==> config.mk <==
export PLATFORM = sky130hd
export DESIGN_NAME = hsv_to_rgb_converter
export DESIGN_NICKNAME = d
export VERILOG_FILES = /design/src/hsv2rgb_pkg.sv /design/src/hsv2rgb_sector.sv /design/src/hsv2rgb_levels.sv /design/src/hsv_to_rgb_converter.sv
export SDC_FILE = /design/constraint.sdc
export NUM_CORES = 2
export LEC_CHECK = 0
export ABC_AREA = 0
export ABC_CLOCK_PERIOD_IN_PS = 13200
export BUFFER_PORTS_ARGS = -buffer_cell sky130_fd_sc_hd__buf_4
export CAP_MARGIN = 20
export CORE_MARGIN = 4
export CORE_UTILIZATION = 48
export DETAILED_ROUTE_END_ITERATION = 10
export GPL_ROUTABILITY_DRIVEN = 1
export SYNTH_ARGS = -nofsm -noshare
export SYNTH_HDL_FRONTEND = slang
export SYNTH_SLANG_ARGS = --single-unit
==> constraint.sdc <==
create_clock -name clk -period 13.2 [get_ports clk]
set_input_delay 2.64 -clock clk [delete_from_list [all_inputs] [get_ports clk]]
set_output_delay 2.64 -clock clk [all_outputs]
set_load 0.005 [all_outputs]
==> src/hsv2rgb_pkg.sv <==
// Shared constants and types for the HSV to RGB pixel converter.
package hsv2rgb_pkg;

  localparam int HueWidth   = 9;
  localparam int LevelWidth = 8;
  localparam int RemWidth   = 6;
  localparam int SecWidth   = 3;
  localparam int SpanWidth  = 14;
  localparam int InBytes    = 4;
  localparam int OutBytes   = 3;
  localparam int NumStages  = 7;

  localparam logic [HueWidth-1:0]   HueFull    = 9'd360;
  localparam logic [RemWidth-1:0]   SectorSpan = 6'd60;
  localparam logic [LevelWidth-1:0] LevelMax   = 8'd255;
  localparam logic [SpanWidth-1:0]  SpanScale  = 14'd15300;

  // Division by 3825 (15300 / 4) is exact for 20-bit numerators with this
  // reciprocal and a shift of 32. Division by 255 is exact for 16-bit
  // numerators with 32897 and a shift of 23.
  localparam logic [20:0] RecipSpan  = 21'd1122868;
  localparam logic [15:0] RecipLevel = 16'd32897;

  localparam logic [SecWidth-1:0] SectorRedYellow   = 3'd0;
  localparam logic [SecWidth-1:0] SectorYellowGreen = 3'd1;
  localparam logic [SecWidth-1:0] SectorGreenCyan   = 3'd2;
  localparam logic [SecWidth-1:0] SectorCyanBlue    = 3'd3;
  localparam logic [SecWidth-1:0] SectorBlueMagenta = 3'd4;
  localparam logic [SecWidth-1:0] SectorMagentaRed  = 3'd5;

  typedef struct packed {
    logic [SecWidth-1:0] sector;
    logic [RemWidth-1:0] rem;
  } hue_pos_t;

  typedef struct packed {
    logic [LevelWidth-1:0] p;
    logic [LevelWidth-1:0] q;
    logic [LevelWidth-1:0] t;
  } levels_t;

endpackage

==> src/hsv2rgb_sector.sv <==
// Hue reduction modulo 360 and split into sector and offset, two stages.
module hsv2rgb_sector (
  input  logic                                clk,
  input  logic [1:0]                          en,
  input  logic [hsv2rgb_pkg::HueWidth-1:0]    hue,
  input  logic [hsv2rgb_pkg::LevelWidth-1:0]  saturation,
  input  logic [hsv2rgb_pkg::LevelWidth-1:0]  brightness,
  output hsv2rgb_pkg::hue_pos_t               pos,
  output logic [hsv2rgb_pkg::LevelWidth-1:0]  sat_out,
  output logic [hsv2rgb_pkg::LevelWidth-1:0]  val_out
);
  import hsv2rgb_pkg::*;

  logic [HueWidth-1:0]   hue_mod;
  logic [LevelWidth-1:0] sat_a;
  logic [LevelWidth-1:0] val_a;
  logic [SecWidth-1:0]   sector_next;
  logic [HueWidth-1:0]   base_next;
  logic [HueWidth-1:0]   rem_full;

  always_ff @(posedge clk) begin
    if (en[0]) begin
      hue_mod <= (hue >= HueFull) ? hue - HueFull : hue;
      sat_a   <= saturation;
      val_a   <= brightness;
    end
  end

  always_comb begin
    if (hue_mod >= 9'd300) begin
      sector_next = SectorMagentaRed;
      base_next   = 9'd300;
    end else if (hue_mod >= 9'd240) begin
      sector_next = SectorBlueMagenta;
      base_next   = 9'd240;
    end else if (hue_mod >= 9'd180) begin
      sector_next = SectorCyanBlue;
      base_next   = 9'd180;
    end else if (hue_mod >= 9'd120) begin
      sector_next = SectorGreenCyan;
      base_next   = 9'd120;
    end else if (hue_mod >= 9'(SectorSpan)) begin
      sector_next = SectorYellowGreen;
      base_next   = 9'(SectorSpan);
    end else begin
      sector_next = SectorRedYellow;
      base_next   = '0;
    end
    rem_full = hue_mod - base_next;
  end

  always_ff @(posedge clk) begin
    if (en[1]) begin
      pos.sector <= sector_next;
      pos.rem    <= rem_full[RemWidth-1:0];
      sat_out    <= sat_a;
      val_out    <= val_a;
    end
  end

endmodule

==> src/hsv2rgb_levels.sv <==
// Derived levels p, q and t through four multiply and divide stages.
module hsv2rgb_levels (
  input  logic                                clk,
  input  logic [3:0]                          en,
  input  hsv2rgb_pkg::hue_pos_t               pos,
  input  logic [hsv2rgb_pkg::LevelWidth-1:0]  sat_in,
  input  logic [hsv2rgb_pkg::LevelWidth-1:0]  val_in,
  output hsv2rgb_pkg::levels_t                lev,
  output logic [hsv2rgb_pkg::SecWidth-1:0]    sector_out,
  output logic [hsv2rgb_pkg::LevelWidth-1:0]  val_out
);
  import hsv2rgb_pkg::*;

  logic [SpanWidth-1:0]  s_rem;
  logic [SpanWidth-1:0]  s_comp;
  logic [LevelWidth-1:0] sat_inv;
  logic [SecWidth-1:0]   sec_c;
  logic [LevelWidth-1:0] val_c;

  logic [21:0]           prod_q;
  logic [21:0]           prod_t;
  logic [15:0]           prod_p;
  logic [SecWidth-1:0]   sec_d;
  logic [LevelWidth-1:0] val_d;

  logic [30:0]           q_hi;
  logic [30:0]           q_lo;
  logic [30:0]           t_hi;
  logic [30:0]           t_lo;
  logic [31:0]           p_scaled;
  logic [SecWidth-1:0]   sec_e;
  logic [LevelWidth-1:0] val_e;

  logic [40:0]           q_sum;
  logic [40:0]           t_sum;

  always_ff @(posedge clk) begin
    if (en[0]) begin
      s_rem   <= SpanWidth'(sat_in * pos.rem);
      s_comp  <= SpanWidth'(sat_in * RemWidth'(SectorSpan - pos.rem));
      sat_inv <= LevelMax - sat_in;
      sec_c   <= pos.sector;
      val_c   <= val_in;
    end
  end

  always_ff @(posedge clk) begin
    if (en[1]) begin
      prod_q <= 22'(val_c * SpanWidth'(SpanScale - s_rem));
      prod_t <= 22'(val_c * SpanWidth'(SpanScale - s_comp));
      prod_p <= 16'(val_c * sat_inv);
      sec_d  <= sec_c;
      val_d  <= val_c;
    end
  end

  always_ff @(posedge clk) begin
    if (en[2]) begin
      q_hi     <= 31'(prod_q[21:12] * RecipSpan);
      q_lo     <= 31'(prod_q[11:2] * RecipSpan);
      t_hi     <= 31'(prod_t[21:12] * RecipSpan);
      t_lo     <= 31'(prod_t[11:2] * RecipSpan);
      p_scaled <= 32'(prod_p * RecipLevel);
      sec_e    <= sec_d;
      val_e    <= val_d;
    end
  end

  assign q_sum = {q_hi, 10'b0} + 41'(q_lo);
  assign t_sum = {t_hi, 10'b0} + 41'(t_lo);

  always_ff @(posedge clk) begin
    if (en[3]) begin
      lev.q      <= q_sum[39:32];
      lev.t      <= t_sum[39:32];
      lev.p      <= p_scaled[30:23];
      sector_out <= sec_e;
      val_out    <= val_e;
    end
  end

endmodule

==> src/hsv_to_rgb_converter.sv <==
// Top level of the HSV to RGB pixel converter with stage control and output register.
//
//  channel | direction | tdata bits (low to high)               | tlast/tuser
//  s_axis  | in        | hue[8:0] saturation[16:9] brightness[24:17] | none
//  m_axis  | out       | red[7:0] green[15:8] blue[23:16]        | none
//
// One item per clock is taken and given while m_tready is high; each item passes
// the hue split, level multiplies, split reciprocal divide and output register.
// Reset clears every stage valid bit; payload registers are not reset.
// Each stage holds its item while the stage after it is full and stalled, and
// empty stages keep filling, so a stall loses and repeats nothing.
module hsv_to_rgb_converter (
  input  logic        clk,
  input  logic        rst,
  input  logic        s_tvalid,
  output logic        s_tready,
  input  logic [31:0] s_tdata,   // hue, saturation, brightness, zero fill
  output logic        m_tvalid,
  input  logic        m_tready,
  output logic [23:0] m_tdata    // red, green, blue
);
  import hsv2rgb_pkg::*;

  logic [NumStages-1:0]  vld;
  logic [NumStages:0]    rdy;
  hue_pos_t              pos;
  logic [LevelWidth-1:0] sat_b;
  logic [LevelWidth-1:0] val_b;
  levels_t               lev;
  logic [SecWidth-1:0]   sec_f;
  logic [LevelWidth-1:0] val_f;
  logic [LevelWidth-1:0] red;
  logic [LevelWidth-1:0] green;
  logic [LevelWidth-1:0] blue;
  logic [LevelWidth-1:0] red_next;
  logic [LevelWidth-1:0] green_next;
  logic [LevelWidth-1:0] blue_next;

  always_comb begin
    rdy[NumStages] = m_tready;
    for (int k = NumStages - 1; k >= 0; k--) begin
      rdy[k] = !vld[k] || rdy[k+1];
    end
  end

  always_ff @(posedge clk) begin
    if (rst) begin
      vld <= '0;
    end else begin
      for (int k = 0; k < NumStages; k++) begin
        if (rdy[k]) begin
          vld[k] <= (k == 0) ? s_tvalid : vld[(k == 0) ? 0 : k - 1];
        end
      end
    end
  end

  hsv2rgb_sector u_sector (
    .clk        (clk),
    .en         (rdy[1:0]),
    .hue        (s_tdata[8:0]),
    .saturation (s_tdata[16:9]),
    .brightness (s_tdata[24:17]),
    .pos        (pos),
    .sat_out    (sat_b),
    .val_out    (val_b)
  );

  hsv2rgb_levels u_levels (
    .clk        (clk),
    .en         (rdy[5:2]),
    .pos        (pos),
    .sat_in     (sat_b),
    .val_in     (val_b),
    .lev        (lev),
    .sector_out (sec_f),
    .val_out    (val_f)
  );

  always_comb begin
    case (sec_f)
      SectorRedYellow: begin
        red_next = val_f; green_next = lev.t; blue_next = lev.p;
      end
      SectorYellowGreen: begin
        red_next = lev.q; green_next = val_f; blue_next = lev.p;
      end
      SectorGreenCyan: begin
        red_next = lev.p; green_next = val_f; blue_next = lev.t;
      end
      SectorCyanBlue: begin
        red_next = lev.p; green_next = lev.q; blue_next = val_f;
      end
      SectorBlueMagenta: begin
        red_next = lev.t; green_next = lev.p; blue_next = val_f;
      end
      default: begin
        red_next = val_f; green_next = lev.p; blue_next = lev.q;
      end
    endcase
  end

  always_ff @(posedge clk) begin
    if (rdy[NumStages-1]) begin
      red   <= red_next;
      green <= green_next;
      blue  <= blue_next;
    end
  end

  assign s_tready = rdy[0];
  assign m_tvalid = vld[NumStages-1];
  assign m_tdata  = {blue, green, red};

endmodule

==> results.md <==
- The flow ran to the end, and the final reports show no timing, DRC or antenna violations.
- In the final timing run, aggregate negative setup slack is 0 ns.
- The slew of the pin with the lowest slew margin is 0.985 ns.
- The worst setup path category is primary input to output pin.
- During I/O placement, the number of pins put on the boundary was 62.
- The hold violation total from the final report is 0.
- The layout overhead on the synthesized area is 7.95%.
- The detailed router finished its first iteration with a little over 900 violations.
- TritonCTS built the clock tree.
- The fmax is 147 MHz.
- The proportion of synthesized flip-flops having asynchronous set or reset is 0%.
- The peak fanout along the critical path is 27.
- The number of design rule violations left after detail routing is 0.
- For the worst setup path, the data required time is about 11 ns.
- The leading register cell type out of synthesis is sky130_fd_sc_hd__edfxtp_1.
- The tree is rooted in a sky130_fd_sc_hd__clkbuf_16.
- The register-to-register path setup slack is approximately 6.6 ns.
- The portion of the clock cycle consumed by the worst path in the final layout is approximately half.
- The tree built by TritonCTS fans out to around 340 sinks.
- The antenna cell count is 0.
- Setup repair after global routing left no endpoint under its margin.
- The overall global routing resource usage is 17.8%.
- The first-pass iteration count of the detailed router is 5.
- For this configuration, the core starts out at a cell density of approximately 50%.
- The synthesized design contains 342 register bits.
- The routed design has around 67 mm of wire.
- The worst setup skew after layout is between 0.03 and 0.04 ns.
- The CTS buffer count is 40.
- The min-delay analysis places its worst path in the category register to register.
- The filler cell count is 6283.
- The largest net degree at the start of global routing is 68.
- The number of antenna violations at the first check in global routing is 0.
- The worst pin sits at a relative slew slack of between 30% and 40%.
- Synthesis instantiated 74 different standard cells from the library.
- The via count of the routed design is about 22000.
- The routability congestion estimate from global placement is approximately 0.84.
- Hold repair after CTS inserted 0 buffers.
- The horizontal extent of the die is between 200 and 300 µm.
- The arrival time at the worst endpoint is between 4 and 5 ns.
- The first global-routing pass estimated 116 mm of wire.
- The H-tree level count is 2.
- The worst setup path is launched from a primary input.
- The number of setup buffers added after CTS is 0.
- The fraction of final layout cells sized beyond drive strength 1 is under 10%.
- The fraction of the yosys area taken by sequential cells is between 20 and 30%.
- The number of violations of the max-capacitance limit is 0.
- The startpoint identified for the worst hold timing path is u_levels.p_scaled[23].
- Setup violations remaining at the end of the flow were counted as 0.
- The time the final worst path needs with I/O delays and setup is roughly 6.8 ns.
- The endpoint kind of the worst setup timing path is an output pin.
- The average cell area after synthesis is 10.7 µm².
- The max-slew violation count is 0.
- The count of yosys warnings during synthesis is 0.
- The worst path meets setup with roughly 6.4 ns of slack.
- Prior to clock tree synthesis, the placed netlist has a worst setup slack of 6.38 ns.
- In this run the cell area of the synthesized design comes to 0.0348 mm².
- The area of the placeable core is between 0.07 and 0.08 mm².
- In this run the remaining antenna-violating nets after routing total 0.
- The count of input and output buffers is 54.
- The endpoint of the worst register-to-register path is u_levels.prod_t[21].
- In this run, post-CTS repair resized a total of 0 instances.
- In the routed layout, each cell is associated on average with a via count of ~5.2.
- The number of enable-type register cells in the synthesized netlist is between 300 and 400.
- The floorplan step set the die height to 277 µm.
- The worst hold path terminates at u_levels.lev[16].
- The path depth of the worst reg2reg path is 22.
- Counting instances, the worst hold path has a depth of 0.
- The cell count after synthesis is ~3200.
- The row count is 98.
- The total die area is 0.0769 mm².
- After detailed routing, the average wire length per cell comes to between 15 and 20 µm.
- The via count of the first global-routing pass is ~24000.
- Clock-pin slew was measured on the worst setup and hold paths at 0.06 ns.
- Detailed placement ended at an HPWL of between 50 and 60 mm.
- The clock reaches the later pin of the worst-skew pair after around 0.58 ns.
- For this run the aggregate overflow at the end of global routing stands at 0.
- The startpoint of the most critical register-to-register path is u_levels.s_comp[0].
- The maximum number of buffers from clock root to sink is 3.
- Synthesis produced a netlist with a net count of between 4000 and 5000.
- For this run, the post-layout net count is 4252.
==> critical path, stage by stage <==
cell and delay, ns:
sky130_fd_sc_hd__buf_4 0.11, sky130_fd_sc_hd__nor2b_1 0.18, sky130_fd_sc_hd__and2_1 0.30, sky130_fd_sc_hd__and3_1 0.34, sky130_fd_sc_hd__nand4_1 0.14, sky130_fd_sc_hd__buf_4 0.26
sky130_fd_sc_hd__buf_4 0.18
==> synthesized netlist by cell type, drive strengths merged (15+ instances only) <==
cell type	instances	share of area, %
edfxtp	335	29
fa	313	18
nor3	20	0.29
nand2	227	2.5
a31oi	15	0.27
a21o	50	1.1
ha	607	22
and3	16	0.29
nand4	16	0.29
xnor2	132	3.3
mux2i	25	0.72
nor2b	69	1.2
nand3	25	0.36
and2	197	3.5
xor2	65	1.6
o21ai	92	1.3
a21oi	141	2.0
a211oi	15	0.32
nor2	111	1.2
clkbuf	59	0.64
inv	535	5.8
nand2b	22	0.40
==> cell families (layout without fill, tap and decap cells) <==
| family | Yosys count | count (layout) | share of synthesized area [%] |
|---|---|---|---|
| DFF | 342 | 342 | 29.3 |
| muxes | 38 | 38 | 1.14 |
| and+or+nand+nor | 730 | 730 | 10.6 |
| xor gates and xnor gates | 197 | 197 | 4.95 |
| AOI/OAI and AO/OA | 419 | 419 | 7.75 |
| buffers and inverters | 598 | 678 | 6.44 |
| adders and majority gates | 920 | 920 | 39.8 |
==> cells in the final DEF, fill, tap and decap left out, drive strengths merged, types with 65 or more instances in the layout <==
cell	Yosys	routed
ha	607	607
inv	535	538
edfxtp	335	335
fa	313	313
nand2	227	227
and2	197	197
a21oi	141	141
xnor2	132	132
nor2	111	111
o21ai	92	92
buf	2	71
nor2b	69	69
xor2	65	65
==> metrics by stage <==
step	cell area [µm²]	instances	util [%]	hold WS (ns)
final	37600	4274	52.4	0.393
after global routing	37600	4274	52.4	0.412
after CTS	37600	4273	52.4	0.390
after detailed placement	36300	4203	50.6	0.405
after global placement	36300	4203	50.6	0.402
after floorplan	34800	3244	-	0.400
==> metal layers <==
| metal | routed length [µm] | global-route usage [%] |
|---|---|---|
| met1 | 31600 | 24.3 |
| met2 | 32200 | 30.8 |
| met3 | 1730 | 1.86 |
| met4 | 1290 | 4.22 |
| met5 | 0 | 0 |
==> flip-flops by register name (all words and copies together), names as in the netlist, 9 cells and up <==
name              count
u_levels.q_hi        28
u_levels.t_hi        28
u_levels.lev         24
u_levels.prod_q      20
u_levels.prod_t      20
u_levels.q_lo        19
u_levels.t_lo        19
u_levels.prod_p      16
u_levels.s_comp      14
u_levels.s_rem       13
u_sector.hue_mod      9
u_sector.pos          9
==> cell type report <==
cell class	instances	area, µm²	share of cell area [%]
repair buffers	71	546	1.45
clock buffers	48	1030	2.74
well taps	950	1190	3.16
multi-input cells	2304	22400	59.6
clock inverters	22	224	0.596
inverters	537	2020	5.36
flip-flops and latches	342	10200	27.1
==> how the worst max path moves through the flow <==
stage	startpoint	cells after the start	to	slack (ns)
floorplan	m_tready	5	s_tready	6.42
global placement	m_tready	7	s_tready	6.50
detailed placement	m_tready	7	s_tready	6.38
CTS	m_tready	7	s_tready	6.37
global route	u_levels.s_comp[0]	20	u_levels.prod_t[20]	6.12
finish	m_tready	7	s_tready	6.39
Power is not shown: default switching activity piles up to over one toggle a cycle in this logic, so the estimate is an artifact.
